## config.mk

```make
export PLATFORM = sky130hd
export DESIGN_NAME = framebuffer_rect_fill_unit_flat
export DESIGN_NICKNAME = d
export VERILOG_FILES = /design/src/sv/frf_pkg.sv /design/src/sv/frf_channels.sv /design/src/sv/framebuffer_rect_fill_unit.sv /design/src/flat_wrapper.sv
export VERILOG_INCLUDE_DIRS = /design/src /design/src/sv
export SDC_FILE = /design/constraint.sdc
export NUM_CORES = 1
export LEC_CHECK = 0
export BUFFER_PORTS_ARGS = -buffer_cell sky130_fd_sc_hd__buf_2
export CORE_MARGIN = 4
export CORE_UTILIZATION = 45
export CTS_BUF_LIST = sky130_fd_sc_hd__clkbuf_8
export CTS_CLUSTER_DIAMETER = 50
export DETAILED_ROUTE_END_ITERATION = 16
export GPL_TIMING_DRIVEN = 0
export PLACE_DENSITY = 0.67
export SETUP_SLACK_MARGIN = 0.05
export SLEW_MARGIN = 20
export SYNTH_ARGS = -nofsm -noshare
export SYNTH_HDL_FRONTEND = slang
export SYNTH_SLANG_ARGS = --single-unit
```

## constraint.sdc

```tcl
create_clock -name clock -period 16.65 [get_ports clock]
set_clock_uncertainty 0.2 [all_clocks]
set_input_delay 3.33 -clock clock [delete_from_list [all_inputs] [get_ports clock]]
set_output_delay 3.33 -clock clock [all_outputs]
set_load 0.01 [all_outputs]
```

## src/sv/assert_macros.svh

```systemverilog
// Shared assertion macros.
`ifndef ASSERT_MACROS_SVH
`define ASSERT_MACROS_SVH

// expr must hold at every clock edge outside reset
`define ASSERT_ALWAYS(label, clk, rst, expr, msg) \
   label: assert property (@(posedge clk) disable iff (rst) (expr)) else $error(msg);

// cons must hold in the cycle after ante
`define ASSERT_NEXT(label, clk, rst, ante, cons, msg) \
   label: assert property (@(posedge clk) disable iff (rst) (ante) |=> (cons)) else $error(msg);

// cons must hold in the same cycle as ante
`define ASSERT_SAME(label, clk, rst, ante, cons, msg) \
   label: assert property (@(posedge clk) disable iff (rst) (ante) |-> (cons)) else $error(msg);

`endif

```

## src/sv/frf_pkg.sv

```systemverilog
`default_nettype none
package frf_pkg;

   localparam int COORD_BITS = 12;
   localparam int SIZE_BITS  = COORD_BITS + 1;
   localparam logic [SIZE_BITS-1:0] COORD_MAX = SIZE_BITS'(1) << COORD_BITS;

   localparam int CSR_INDEX_W = 2;
   localparam int CSR_DATA_W  = 32;
   localparam int DEPTH_W     = 3;
   localparam int STRIDE_W    = 16;
   localparam int ADDR_W      = 32;
   localparam int DATA_W      = 32;

   localparam logic [CSR_INDEX_W-1:0] CSR_DEPTH  = 2'd0;
   localparam logic [CSR_INDEX_W-1:0] CSR_STRIDE = 2'd1;
   localparam logic [CSR_INDEX_W-1:0] CSR_BASE   = 2'd2;

   localparam logic [DEPTH_W-1:0] DEPTH_1BPP  = 3'd0;
   localparam logic [DEPTH_W-1:0] DEPTH_4BPP  = 3'd1;
   localparam logic [DEPTH_W-1:0] DEPTH_8BPP  = 3'd2;
   localparam logic [DEPTH_W-1:0] DEPTH_16BPP = 3'd3;
   localparam logic [DEPTH_W-1:0] DEPTH_32BPP = 3'd4;

   localparam logic CMD_START   = 1'b0;
   localparam logic CMD_ADVANCE = 1'b1;

   localparam logic [1:0] UNIT_BYTE = 2'd0;
   localparam logic [1:0] UNIT_HALF = 2'd1;
   localparam logic [1:0] UNIT_WORD = 2'd2;

   localparam logic [7:0] MASK_FULL = 8'hff;
   localparam logic [7:0] MASK_LO   = 8'h0f;
   localparam logic [7:0] MASK_HI   = 8'hf0;

   localparam logic [4:0] GRAY_R = 5'd11;
   localparam logic [4:0] GRAY_G = 5'd16;
   localparam logic [4:0] GRAY_B = 5'd5;
   localparam int GRAY_SHIFT = 5;  // divide by 32

endpackage
`default_nettype wire

```

## src/sv/frf_channels.sv

```systemverilog
`default_nettype none
interface frf_req_if;
   import frf_pkg::*;

   logic                  valid;
   logic                  ready;
   logic                  cmd;
   logic [COORD_BITS-1:0] rect_x;
   logic [COORD_BITS-1:0] rect_y;
   logic [SIZE_BITS-1:0]  rect_width;
   logic [SIZE_BITS-1:0]  rect_height;
   logic [7:0]            red;
   logic [7:0]            green;
   logic [7:0]            blue;
   logic [DATA_W-1:0]     pixel_value;

   modport source (output valid, cmd, rect_x, rect_y, rect_width, rect_height,
                   red, green, blue, pixel_value, input ready);
   modport sink   (input valid, cmd, rect_x, rect_y, rect_width, rect_height,
                   red, green, blue, pixel_value, output ready);
endinterface

interface frf_rsp_if;
   import frf_pkg::*;

   logic              valid;
   logic              ready;
   logic              write_valid;
   logic [ADDR_W-1:0] write_address;
   logic [DATA_W-1:0] write_data;
   logic [7:0]        bit_mask;
   logic [1:0]        unit_size;
   logic              last;
   logic              error;

   modport source (output valid, write_valid, write_address, write_data, bit_mask,
                   unit_size, last, error, input ready);
   modport sink   (input valid, write_valid, write_address, write_data, bit_mask,
                   unit_size, last, error, output ready);
endinterface
`default_nettype wire

```

## src/sv/framebuffer_rect_fill_unit.sv

```systemverilog
// Solid rectangle fill engine. A start item latches the rectangle, colour and
// pixel value and answers with no write (last set when the fill is empty,
// error and last set for an unsupported depth); each advance item while the
// fill runs answers with one framebuffer write, rows top to bottom, each row
// whole body units between optional masked head and tail bytes. An item is
// accepted whenever the result register is empty or being drained, its result
// appears in that register on the next cycle, and a new item can enter every
// cycle while results drain. Depth, stride and base are sampled at start; the
// start path holds one 12x16 multiply (row * stride) and two adds.
`default_nettype none
`include "assert_macros.svh"
module framebuffer_rect_fill_unit (
   input  wire                                clock,
   input  wire                                reset,
   frf_req_if.sink                            req_chan,
   frf_rsp_if.source                          rsp_chan,
   input  wire                                csr_write_enable,
   input  wire [frf_pkg::CSR_INDEX_W-1:0]     csr_index,
   input  wire [frf_pkg::CSR_DATA_W-1:0]      csr_write_data
);
   import frf_pkg::*;

   typedef enum logic [1:0] {PH_HEAD, PH_BODY, PH_TAIL, PH_END} phase_type;

   // configuration
   logic [DEPTH_W-1:0]  depth_ff;
   logic [STRIDE_W-1:0] stride_ff;
   logic [ADDR_W-1:0]   base_ff;

   // fill state
   logic                 busy_ff, busy_in;
   phase_type            phase_ff, phase_in;
   logic [ADDR_W-1:0]    row_addr_ff, row_addr_in;
   logic [SIZE_BITS-1:0] rows_ff, rows_in;
   logic [SIZE_BITS-1:0] units_ff, units_in;
   logic [SIZE_BITS-1:0] body_ff, body_in;
   logic [DATA_W-1:0]    fill_ff, fill_in;
   logic [7:0]           head_ff, head_in;
   logic [7:0]           tail_ff, tail_in;
   logic [1:0]           kind_ff, kind_in;
   logic [STRIDE_W-1:0]  hstride_ff, hstride_in;

   // result register
   logic              rsp_valid_ff;
   logic              wvalid_ff, wvalid_in;
   logic [ADDR_W-1:0] waddr_ff, waddr_in;
   logic [DATA_W-1:0] wdata_ff, wdata_in;
   logic [7:0]        wmask_ff, wmask_in;
   logic [1:0]        wsize_ff, wsize_in;
   logic              last_ff, last_in;
   logic              err_ff, err_in;

   logic                 accept;
   logic                 do_settle;
   logic [SIZE_BITS-1:0] w_sat, h_sat;
   logic [12:0]          gray_sum;
   logic [7:0]           gray;
   logic [ADDR_W-1:0]    line_addr;
   logic [2:0]           off;
   logic [2:0]           aw_full;
   logic [2:0]           aw;
   logic [3:0]           head_end;
   logic [SIZE_BITS-1:0] w_rest;
   logic [2:0]           tw;
   logic [SIZE_BITS-1:0] idx;
   logic [ADDR_W-1:0]    body_off;
   logic [ADDR_W-1:0]    lead;

   assign req_chan.ready = !rsp_valid_ff || rsp_chan.ready;
   assign accept         = req_chan.valid && req_chan.ready;

   assign rsp_chan.valid         = rsp_valid_ff;
   assign rsp_chan.write_valid   = wvalid_ff;
   assign rsp_chan.write_address = waddr_ff;
   assign rsp_chan.write_data    = wdata_ff;
   assign rsp_chan.bit_mask      = wmask_ff;
   assign rsp_chan.unit_size     = wsize_ff;
   assign rsp_chan.last          = last_ff;
   assign rsp_chan.error         = err_ff;

   assign w_sat = (req_chan.rect_width > COORD_MAX) ? COORD_MAX : req_chan.rect_width;
   assign h_sat = (req_chan.rect_height > COORD_MAX) ? COORD_MAX : req_chan.rect_height;

   assign gray_sum = {5'd0, req_chan.red} * 13'(GRAY_R)
                   + {5'd0, req_chan.green} * 13'(GRAY_G)
                   + {5'd0, req_chan.blue} * 13'(GRAY_B);
   assign gray     = gray_sum[GRAY_SHIFT +: 8];

   assign line_addr = base_ff + ADDR_W'(req_chan.rect_y) * ADDR_W'(stride_ff);

   // 1bpp head/tail geometry
   assign off      = req_chan.rect_x[2:0];
   assign aw_full  = 3'd0 - off;
   assign aw       = (SIZE_BITS'(aw_full) > w_sat) ? w_sat[2:0] : aw_full;
   assign head_end = {1'b0, off} + {1'b0, aw};
   assign w_rest   = w_sat - SIZE_BITS'(aw);
   assign tw       = w_rest[2:0];

   assign idx      = body_ff - units_ff;
   assign body_off = ADDR_W'(idx) << kind_ff;
   assign lead     = (head_ff != 8'd0) ? ADDR_W'(1) : ADDR_W'(0);

   always_comb begin
      busy_in     = busy_ff;
      phase_in    = phase_ff;
      row_addr_in = row_addr_ff;
      rows_in     = rows_ff;
      units_in    = units_ff;
      body_in     = body_ff;
      fill_in     = fill_ff;
      head_in     = head_ff;
      tail_in     = tail_ff;
      kind_in     = kind_ff;
      hstride_in  = hstride_ff;
      wvalid_in   = 1'b0;
      waddr_in    = '0;
      wdata_in    = '0;
      wmask_in    = '0;
      wsize_in    = UNIT_BYTE;
      last_in     = 1'b0;
      err_in      = 1'b0;
      do_settle   = 1'b0;

      if (accept) begin
         if (req_chan.cmd == CMD_START) begin
            busy_in    = 1'b0;
            head_in    = 8'd0;
            tail_in    = 8'd0;
            hstride_in = stride_ff;
            phase_in   = PH_HEAD;
            if (depth_ff > DEPTH_32BPP) begin
               err_in  = 1'b1;
               last_in = 1'b1;
            end else if (w_sat == '0 || h_sat == '0) begin
               last_in = 1'b1;
            end else begin
               case (depth_ff)
                  DEPTH_1BPP: begin
                     head_in     = (MASK_FULL >> off) & ~(MASK_FULL >> head_end);
                     tail_in     = ~(MASK_FULL >> tw);
                     body_in     = w_rest >> 3;
                     fill_in     = gray[7] ? DATA_W'(MASK_FULL) : '0;
                     row_addr_in = line_addr + ADDR_W'(req_chan.rect_x >> 3);
                     kind_in     = UNIT_BYTE;
                  end
                  DEPTH_4BPP: begin
                     head_in     = req_chan.rect_x[0] ? MASK_LO : 8'd0;
                     tail_in     = (w_sat[0] ^ req_chan.rect_x[0]) ? MASK_HI : 8'd0;
                     body_in     = (w_sat - SIZE_BITS'(req_chan.rect_x[0])) >> 1;
                     fill_in     = DATA_W'({gray[7:4], gray[7:4]});
                     row_addr_in = line_addr + ADDR_W'(req_chan.rect_x >> 1);
                     kind_in     = UNIT_BYTE;
                  end
                  DEPTH_8BPP: begin
                     body_in     = w_sat;
                     fill_in     = DATA_W'(req_chan.pixel_value[7:0]);
                     row_addr_in = line_addr + ADDR_W'(req_chan.rect_x);
                     kind_in     = UNIT_BYTE;
                  end
                  DEPTH_16BPP: begin
                     body_in     = w_sat;
                     fill_in     = DATA_W'(req_chan.pixel_value[15:0]);
                     row_addr_in = line_addr + (ADDR_W'(req_chan.rect_x) << 1);
                     kind_in     = UNIT_HALF;
                  end
                  default: begin
                     body_in     = w_sat;
                     fill_in     = req_chan.pixel_value;
                     row_addr_in = line_addr + (ADDR_W'(req_chan.rect_x) << 2);
                     kind_in     = UNIT_WORD;
                  end
               endcase
               rows_in   = h_sat;
               units_in  = body_in;
               busy_in   = 1'b1;
               do_settle = 1'b1;
            end
         end else if (busy_ff) begin
            wvalid_in = 1'b1;
            do_settle = 1'b1;
            case (phase_ff)
               PH_HEAD: begin
                  waddr_in = row_addr_ff;
                  wmask_in = head_ff;
                  wdata_in = fill_ff & DATA_W'(head_ff);
                  phase_in = PH_BODY;
               end
               PH_BODY: begin
                  waddr_in = row_addr_ff + lead + body_off;
                  wmask_in = MASK_FULL;
                  wsize_in = kind_ff;
                  wdata_in = fill_ff;
                  units_in = units_ff - SIZE_BITS'(1);
               end
               default: begin
                  waddr_in = row_addr_ff + lead + ADDR_W'(body_ff);
                  wmask_in = tail_ff;
                  wdata_in = fill_ff & DATA_W'(tail_ff);
                  phase_in = PH_END;
               end
            endcase
         end

         // step to the next unit that exists; every row holds at least one
         if (do_settle) begin
            if (phase_in == PH_HEAD && head_in != 8'd0) begin
               phase_in = PH_HEAD;
            end else if ((phase_in == PH_HEAD || phase_in == PH_BODY) && units_in != '0) begin
               phase_in = PH_BODY;
            end else if (phase_in != PH_END && tail_in != 8'd0) begin
               phase_in = PH_TAIL;
            end else if (rows_in <= SIZE_BITS'(1)) begin
               rows_in  = '0;
               busy_in  = 1'b0;
               phase_in = PH_END;
            end else begin
               rows_in     = rows_in - SIZE_BITS'(1);
               row_addr_in = row_addr_in + ADDR_W'(hstride_in);
               units_in    = body_in;
               if (head_in != 8'd0) begin
                  phase_in = PH_HEAD;
               end else if (body_in != '0) begin
                  phase_in = PH_BODY;
               end else begin
                  phase_in = PH_TAIL;
               end
            end
            last_in = !busy_in;
         end
      end
   end

   always_ff @(posedge clock) begin
      if (reset) begin
         depth_ff  <= DEPTH_32BPP;
         stride_ff <= '0;
         base_ff   <= '0;
      end else if (csr_write_enable) begin
         case (csr_index)
            CSR_DEPTH:  depth_ff  <= csr_write_data[DEPTH_W-1:0];
            CSR_STRIDE: stride_ff <= csr_write_data[STRIDE_W-1:0];
            CSR_BASE:   base_ff   <= csr_write_data[ADDR_W-1:0];
            default:    ;
         endcase
      end
   end

   always_ff @(posedge clock) begin
      if (reset) begin
         busy_ff      <= 1'b0;
         phase_ff     <= PH_HEAD;
         rsp_valid_ff <= 1'b0;
      end else begin
         busy_ff  <= busy_in;
         phase_ff <= phase_in;
         if (accept) begin
            rsp_valid_ff <= 1'b1;
         end else if (rsp_chan.ready) begin
            rsp_valid_ff <= 1'b0;
         end
      end
   end

   always_ff @(posedge clock) begin
      row_addr_ff <= row_addr_in;
      rows_ff     <= rows_in;
      units_ff    <= units_in;
      body_ff     <= body_in;
      fill_ff     <= fill_in;
      head_ff     <= head_in;
      tail_ff     <= tail_in;
      kind_ff     <= kind_in;
      hstride_ff  <= hstride_in;
      if (accept) begin
         wvalid_ff <= wvalid_in;
         waddr_ff  <= waddr_in;
         wdata_ff  <= wdata_in;
         wmask_ff  <= wmask_in;
         wsize_ff  <= wsize_in;
         last_ff   <= last_in;
         err_ff    <= err_in;
      end
   end

   `ASSERT_ALWAYS(a_busy_not_row_end, clock, reset, !busy_ff || phase_ff != PH_END, "busy fill parked at row end")
   `ASSERT_SAME(a_error_no_write, clock, reset, rsp_valid_ff && err_ff, !wvalid_ff && last_ff, "error item carries a write or lacks last")
   `ASSERT_NEXT(a_idle_advance_silent, clock, reset, accept && req_chan.cmd == CMD_ADVANCE && !busy_ff, rsp_valid_ff && !wvalid_ff && !last_ff, "advance while idle produced a write")
   `ASSERT_SAME(a_partial_is_byte, clock, reset, rsp_valid_ff && wvalid_ff && wmask_ff != MASK_FULL, wsize_ff == UNIT_BYTE, "masked write wider than a byte")

endmodule
`default_nettype wire

```

## src/flat_wrapper.sv

```systemverilog
// flat-port wrapper written by rule: the top's interface ports become plain ports
module framebuffer_rect_fill_unit_flat import frf_pkg::*;
  (clock, reset, csr_write_enable, csr_index, csr_write_data, req_chan_valid, req_chan_cmd, req_chan_rect_x, req_chan_rect_y, req_chan_rect_width, req_chan_rect_height, req_chan_red, req_chan_green, req_chan_blue, req_chan_pixel_value, req_chan_ready, rsp_chan_valid, rsp_chan_write_valid, rsp_chan_write_address, rsp_chan_write_data, rsp_chan_bit_mask, rsp_chan_unit_size, rsp_chan_last, rsp_chan_error, rsp_chan_ready);
  frf_req_if req_chan_i ();
  frf_rsp_if rsp_chan_i ();
  input  wire clock;
  input  wire reset;
  input  wire csr_write_enable;
  input  wire [frf_pkg::CSR_INDEX_W-1:0] csr_index;
  input  wire [frf_pkg::CSR_DATA_W-1:0] csr_write_data;
  input wire logic [$bits(req_chan_i.valid)-1:0] req_chan_valid;
  input wire logic [$bits(req_chan_i.cmd)-1:0] req_chan_cmd;
  input wire logic [$bits(req_chan_i.rect_x)-1:0] req_chan_rect_x;
  input wire logic [$bits(req_chan_i.rect_y)-1:0] req_chan_rect_y;
  input wire logic [$bits(req_chan_i.rect_width)-1:0] req_chan_rect_width;
  input wire logic [$bits(req_chan_i.rect_height)-1:0] req_chan_rect_height;
  input wire logic [$bits(req_chan_i.red)-1:0] req_chan_red;
  input wire logic [$bits(req_chan_i.green)-1:0] req_chan_green;
  input wire logic [$bits(req_chan_i.blue)-1:0] req_chan_blue;
  input wire logic [$bits(req_chan_i.pixel_value)-1:0] req_chan_pixel_value;
  output wire logic [$bits(req_chan_i.ready)-1:0] req_chan_ready;
  output wire logic [$bits(rsp_chan_i.valid)-1:0] rsp_chan_valid;
  output wire logic [$bits(rsp_chan_i.write_valid)-1:0] rsp_chan_write_valid;
  output wire logic [$bits(rsp_chan_i.write_address)-1:0] rsp_chan_write_address;
  output wire logic [$bits(rsp_chan_i.write_data)-1:0] rsp_chan_write_data;
  output wire logic [$bits(rsp_chan_i.bit_mask)-1:0] rsp_chan_bit_mask;
  output wire logic [$bits(rsp_chan_i.unit_size)-1:0] rsp_chan_unit_size;
  output wire logic [$bits(rsp_chan_i.last)-1:0] rsp_chan_last;
  output wire logic [$bits(rsp_chan_i.error)-1:0] rsp_chan_error;
  input wire logic [$bits(rsp_chan_i.ready)-1:0] rsp_chan_ready;
  assign req_chan_i.valid = req_chan_valid;
  assign req_chan_i.cmd = req_chan_cmd;
  assign req_chan_i.rect_x = req_chan_rect_x;
  assign req_chan_i.rect_y = req_chan_rect_y;
  assign req_chan_i.rect_width = req_chan_rect_width;
  assign req_chan_i.rect_height = req_chan_rect_height;
  assign req_chan_i.red = req_chan_red;
  assign req_chan_i.green = req_chan_green;
  assign req_chan_i.blue = req_chan_blue;
  assign req_chan_i.pixel_value = req_chan_pixel_value;
  assign req_chan_ready = req_chan_i.ready;
  assign rsp_chan_valid = rsp_chan_i.valid;
  assign rsp_chan_write_valid = rsp_chan_i.write_valid;
  assign rsp_chan_write_address = rsp_chan_i.write_address;
  assign rsp_chan_write_data = rsp_chan_i.write_data;
  assign rsp_chan_bit_mask = rsp_chan_i.bit_mask;
  assign rsp_chan_unit_size = rsp_chan_i.unit_size;
  assign rsp_chan_last = rsp_chan_i.last;
  assign rsp_chan_error = rsp_chan_i.error;
  assign rsp_chan_i.ready = rsp_chan_ready;
  framebuffer_rect_fill_unit u_core (.clock(clock), .reset(reset), .req_chan(req_chan_i), .rsp_chan(rsp_chan_i), .csr_write_enable(csr_write_enable), .csr_index(csr_index), .csr_write_data(csr_write_data));
endmodule
```

==> reports/metrics.csv, run 1 <==
metric;value;unit
CP required;16.84;ns
switch share;0.393;
final hold vios;0;
mapped cell area;28700;µm²
asr flop ratio synth;0;
largest net degree at the start of global routing;98;
part of the power in registers;0.336;
PortBufs;219;
Num CTS Buffers;50;
post-route setup TNS;0;ns
Max Freq;76.3;MHz
top cell types by occurrence after synthesis;nand2_1, inv_1, a21oi_1, edfxtp_1, ha_1;
DR vias/cell;5.69;
grt total ovfl;0;
Clock H-tree levels;2;
Worst Hold Launch;u_core.base_ff[25];
First-pass DRT Iterations;7;
Routability Congestion;0.976;
P&R area growth vs syn;11.1;%
num ports;225;
GRT Total Usage;0.258;
Max clock buf depth;3;
min-delay worst type;flip-flop to flip-flop;
peak supply drop;0.0512;mV
post-cts resize count;0;
via count;25600;
Hold Path End;u_core.base_ff[25];
CTS Sinks;269;
P_leak;0.0139;µW
Clock Latency Late Sink;0.69;ns
Cell Int Power;1480;µW
Primary FF master, synth;edfxtp_1;
R2R cell count;34;
Die Ht;261;µm
hpwl dp;72.0;mm
post-CTS setup buffers;0;
fin crit share;0.787;
Max-cap violations;0;
# rows;92;
post-synth top area share;0.224;
cell taking the most area after synthesis;edfxtp_1;
wire length per cell;19.8;µm
max-slew violation count;0;
CP most frequent cell;fa_1;
Setup WS post-layout;3.55;ns
Slew HR;0.228;
Min Hold Slack;0.252;ns
share of cells above drive strength 1;0.106;
slack of the worst reg-to-reg path;6.01;ns
Setup CP Type;input pin to flip-flop;
most common cell in the synthesized netlist;nand2_1;
Mapped Nets;3882;
status;complete, no violations;
Die Area;67900;µm²
Reg-to-Reg Start;u_core.stride_ff[6];
pre-CTS WS;3.21;ns
CP max stage cell;a21boi_0;
CTS clk-pin slew, worst paths;0.06;ns
switching power;959;µW
CTS Hold Buffers Added;0;
# nets final;4155;
vias in the first global route;23900;
CP Capture Type;flip-flop;
Clk Tree Root Cell;clkbuf_8;
Least-Margin Pin Slew;1.16;ns
post-layout min period;13.10;ns
hold path cells;2;
CP Launch Type;input pin;
CP max stage delay;0.79;ns
CTS tree;built;
core area;63100;µm²
PD cells;76.5;nW/µm²
post-synthesis sequential area ratio;0.262;
Post-synth EDFFs;214;
Area contributors post-synth;edfxtp_1, fa_1, ha_1, nand2_1, inv_1;
combinational power share;0.411;
die width;261;µm
crit path max fanout;10;
reg-to-reg critical path endpoint;u_core.row_addr_ff[26];
unique cell type count in the Yosys netlist;101;
Initial DRC Count;2433;
first-pass GRT wire length;137;mm
Antenna Nets Post-Route;0;
final setup fails;0;
Final Util;0.506;
CP Data Arrival Time;13.29;ns
Cells after Synth;3333;
unrepaired setup endpoints after global routing;no;
antenna violations before repair;17;
yosys synthesis warning count;0;
register bit total from synthesis;269;
Routed WL;89.3;mm
DRC;0;
Clock Power Share;0.254;
Initial Utilization;0.455;
Mapped Avg Cell Area;8.61;µm²
## flip-flops by register name, indices dropped and copies added (netlist names), 13 cells and up
register and count:
u_core.stride_ff 16, u_core.fill_ff 32, u_core.rsp_chan.write_data 32, u_core.rows_ff 13, u_core.row_addr_ff 32, u_core.units_ff 13, u_core.hstride_ff 16, u_core.rsp_chan.write_address 32
u_core.body_ff 13, u_core.base_ff 32
## cell type report
type | count | area (µm²)
fill | 6145 | 31200
multi-input combinational | 2525 | 19100
sequential | 269 | 7530
inverter | 375 | 1420
timing repair buffer | 221 | 1150
tap | 846 | 1060
clock buffer | 53 | 729
buffer | 164 | 647
clock inverter | 40 | 221
antenna | 9 | 22.5
## worst max path at each step
| stage | from | to | slack [ns] | depth (start not counted) |
|---|---|---|---|---|
| finish | req_chan_rect_y[2] | u_core.row_addr_ff[26] | 3.55 | 35 |
| global route | req_chan_rect_y[2] | u_core.row_addr_ff[26] | 3.16 | 35 |
| CTS | req_chan_rect_y[2] | u_core.row_addr_ff[26] | 3.88 | 35 |
| detailed placement | req_chan_rect_y[2] | u_core.row_addr_ff[26] | 3.21 | 35 |
| global placement | req_chan_rect_y[2] | u_core.row_addr_ff[26] | 3.27 | 35 |
| floorplan | req_chan_rect_y[2] | u_core.row_addr_ff[26] | 5.35 | 34 |
## metal layers
layer	global-route usage	share of wire	vias up
met5	0	0.00088	-
met3	0.0487	0.089	158
met4	0.0722	0.027	12
li1	-	-	12100
met1	0.373	0.44	12300
met2	0.397	0.44	1067
## cells in the final DEF (no fill, tap or decap), types with 23 or more instances in the layout
| cell type | count |
|---|---|
| a211oi_1 | 38 |
| a21o_1 | 51 |
| a21oi_1 | 221 |
| a31oi_1 | 33 |
| and2_1 | 176 |
| and3_1 | 28 |
| buf_2 | 238 |
| clkbuf_1 | 128 |
| clkbuf_8 | 53 |
| dfxtp_1 | 55 |
| edfxtp_1 | 214 |
| fa_1 | 200 |
| ha_1 | 203 |
| inv_1 | 388 |
| mux2_2 | 26 |
| mux2i_1 | 23 |
| nand2_1 | 437 |
| nand2b_1 | 36 |
| nand3_1 | 73 |
| nand4_1 | 29 |
| nor2_1 | 191 |
| nor3_1 | 47 |
| o211ai_1 | 30 |
| o21ai_0 | 152 |
| o31ai_1 | 24 |
| xnor2_1 | 96 |
| xor2_1 | 51 |
## worst max-delay path, delay by kind of cell
family | cells | cell delay (ns)
buffers and inverters | 6 | 0.67
and+or+nand+nor | 9 | 1.79
adders and majority gates | 8 | 3.63
AOI/OAI and AO/OA | 10 | 3.51
xor gates and xnor gates | 2 | 0.34
## cells by family after synthesis
logic type,count (synthesis),synth area share
simple gates,1158,0.199
buf+inv,539,0.0715
compound gates,768,0.176
flops,269,0.262
xor+xnor,147,0.0448
mux,49,0.0182
fa+ha+maj,403,0.228
## power by group through the flow
stage | sequential, µW | combinational (µW) | clock [µW]
detailed placement | 831 | 980 | 0
global placement | 837 | 972 | 0
floorplan | 826 | 711 | 0
finish | 819 | 1000 | 619
CTS | 817 | 988 | 632
global route | 823 | 1110 | 661
## metrics by stage
stage	total power (µW)	cells	cell area, µm²
3_5_place_dp	1810	4400	30900
3_3_place_gp	1810	4398	30900
5_1_grt	2600	4497	31900
4_1_cts	2440	4493	31900
2_1_floorplan	1540	3333	28700
6_report	2440	4502	31900
(Power assumes the default switching activity.)
==> inputs of run 2 (changes only) <==
ABC_AREA = 1   (was not set)
PLACE_DENSITY = 0.69   (was 0.67)
clock period = 11.3 ns   (was 16.65 ns; I/O delays follow)
==> reports/metrics.csv, run 2 <==
metric;value;unit
Initial DRC Count;2641;
Post-Synth Adder-Cell Area;0.218;
largest net degree at the start of global routing;107;
Hold Path End;u_core.base_ff[17];
hold path cells;2;
unique cell type count in the Yosys netlist;63;
GRT Total Usage;0.257;
num ports;225;
post-CTS setup buffers;0;
antenna violations before repair;14;
reg-to-reg critical path endpoint;u_core.row_addr_ff[22];
die width;266;µm
unrepaired setup endpoints after global routing;no;
Clock Latency Late Sink;0.68;ns
Clock Power Share;0.240;
asr flop ratio synth;0;
Fillers;6505;
# nets final;5012;
xor/xnor cell area share of the yosys netlist;0.0333;
switch share;0.445;
Reg-to-Reg Start;u_core.stride_ff[5];
Clk Tree Root Cell;clkbuf_8;
mapped cell area;30000;µm²
DRC;0;
min-delay worst type;flip-flop to flip-flop;
Placed Area;32200;µm²
total power;4550;µW
final setup fails;0;
cell taking the most area after synthesis;edfxtp_1;
register bit total from synthesis;269;
Max clock buf depth;3;
Die Area;70800;µm²
CTS Sinks;269;
CP Launch Point;req_chan_rect_y[8];
Min Hold Slack;0.277;ns
max-slew violation count;0;
fin crit share;0.934;
Cells after Synth;4197;
peak supply drop;0.0756;mV
commonest cells after routing, fill and taps aside;nand2_1, inv_1, nor2_1;
Cell Int Power;2530;µW
post-route cell area;33300;µm²
share of cells above drive strength 1;0.0935;
Least-Margin Pin Slew;1.01;ns
slack of the worst reg-to-reg path;2.23;ns
mux cell area share after synthesis;0.00167;
P&R area growth vs syn;11.2;%
final hold vios;0;
hpwl dp;75.2;mm
Mapped Avg Cell Area;7.14;µm²
Setup CP Type;input pin to flip-flop;
CP required;11.50;ns
CP max stage cell;fa_1;
switching power;2020;µW
vias in the first global route;27000;
Num CTS Buffers;51;
CP max stage delay;0.57;ns
status;complete, no violations;
Die Ht;266;µm
post-route setup TNS;0;ns
yosys synthesis warning count;0;
top cell types by occurrence after synthesis;nand2_1, inv_1, nor2_1, o21ai_0, nand3_1;
crit path max fanout;10;
First-pass DRT Iterations;6;
# rows;94;
via count;28300;
post-layout min period;10.55;ns
post-synth top area share;0.214;
Routed WL;92.5;mm
Antenna Nets Post-Route;0;
wire length per cell;17.2;µm
combinational power share;0.491;
DR vias/cell;5.26;
Primary FF master, synth;edfxtp_1;
PD cells;137;nW/µm²
Routability Congestion;0.982;
Initial Utilization;0.455;
CP Data Arrival Time;10.75;ns
CTS Hold Buffers Added;0;
Synth Area in Compound Gates;0.112;
Post-synth EDFFs;214;
Clock H-tree levels;2;
CTS clk-pin slew, worst paths;0.06;ns
part of the power in registers;0.269;
Area contributors post-synth;edfxtp_1, nand2_1, fa_1, inv_1, ha_1;
most common cell after layout, fill and taps aside;nand2_1;
simple-gate area share of the yosys netlist;0.258;
PortBufs;210;
largest family of logic cells by synthesized area;simple AND/OR/NAND/NOR gates;
post-cts resize count;0;
Slew HR;0.322;
CP Launch Type;input pin;
grt total ovfl;0;
Final Util;0.506;
post-synthesis sequential area ratio;0.251;
Worst Hold Launch;u_core.base_ff[17];
Max-cap violations;0;
first-pass GRT wire length;145;mm
Mapped Nets;4746;
R2R cell count;38;
P_leak;0.0175;µW
CP Capture Type;flip-flop;
Max Freq;94.8;MHz
core area;65900;µm²
most common cell in the synthesized netlist;nand2_1;
CTS tree;built;
==> run 2: cell count changes in the layout (fill, tap and decap cells not counted), moves of 81 or more <==
cell     previous run  this run
nand2_1           437      1073
inv_1             388       840
and2_1            176         5
nor2_1            191       362
nand3_1            73       221
o21ai_0           152       233
==> run 2: how the worst max path moves through the flow <==
stage / endpoint / depth (start not counted) / slack [ns]
after CTS: u_core.row_addr_ff[22] / 39 / 0.94
after global routing: u_core.row_addr_ff[22] / 39 / 0.11
after detailed placement: u_core.row_addr_ff[22] / 39 / 0.25
final: u_core.row_addr_ff[22] / 39 / 0.75
after floorplan: u_core.row_addr_ff[22] / 39 / 1.67
after global placement: u_core.row_addr_ff[22] / 39 / 0.28
==> run 2: final cells by class <==
cell class | instances | area [µm²] | area share
sequential | 269 | 7530 | 0.226
timing repair buffer | 213 | 1110 | 0.0334
inverter | 851 | 3200 | 0.0961
buffer | 123 | 566 | 0.0170
multi-input combinational | 2954 | 18700 | 0.561
antenna | 9 | 22.5 | 0.000676
tap | 864 | 1080 | 0.0324
clock inverter | 42 | 414 | 0.0124
clock buffer | 52 | 716 | 0.0215
==> run 2: critical path: cells and delay by family <==
family,cells,cell delay (ns)
XOR/XNOR,1,0.17
buffers and inverters,10,1.58
AO/OA/AOI/OAI,5,0.95
adder cells (fa/ha/maj),8,3.88
AND/OR/NAND/NOR,15,1.90
==> run 2: cell families after synthesis <==
kind of cell               Yosys count
muxes                                5
buffers and inverters              974
adders and majority gates          403
xor gates and xnor gates           114
DFF                                269
AOI/OAI and AO/OA                  599
and+or+nand+nor                   1833
==> run 2: layer usage <==
metal	global-route usage	wire length (µm)
met5	0	69
met4	0.0764	2790
met3	0.0447	8230
met2	0.418	42100
met1	0.353	39300
==> run 2: power groups by stage <==
stage | registers [µW] | logic, µW | clock network (µW)
after detailed placement | 1240 | 2200 | 0
final | 1230 | 2240 | 1090
after global placement | 1250 | 2170 | 0
after CTS | 1220 | 2220 | 1100
after global routing | 1230 | 2560 | 1140
after floorplan | 1240 | 1640 | 0
==> run 2: per-stage QoR <==
step | setup slack [ns] | std cells
finish | 0.750 | 5377
global placement | 0.283 | 5271
detailed placement | 0.252 | 5274
global route | 0.106 | 5370
floorplan | 1.67 | 4197
CTS | 0.941 | 5368
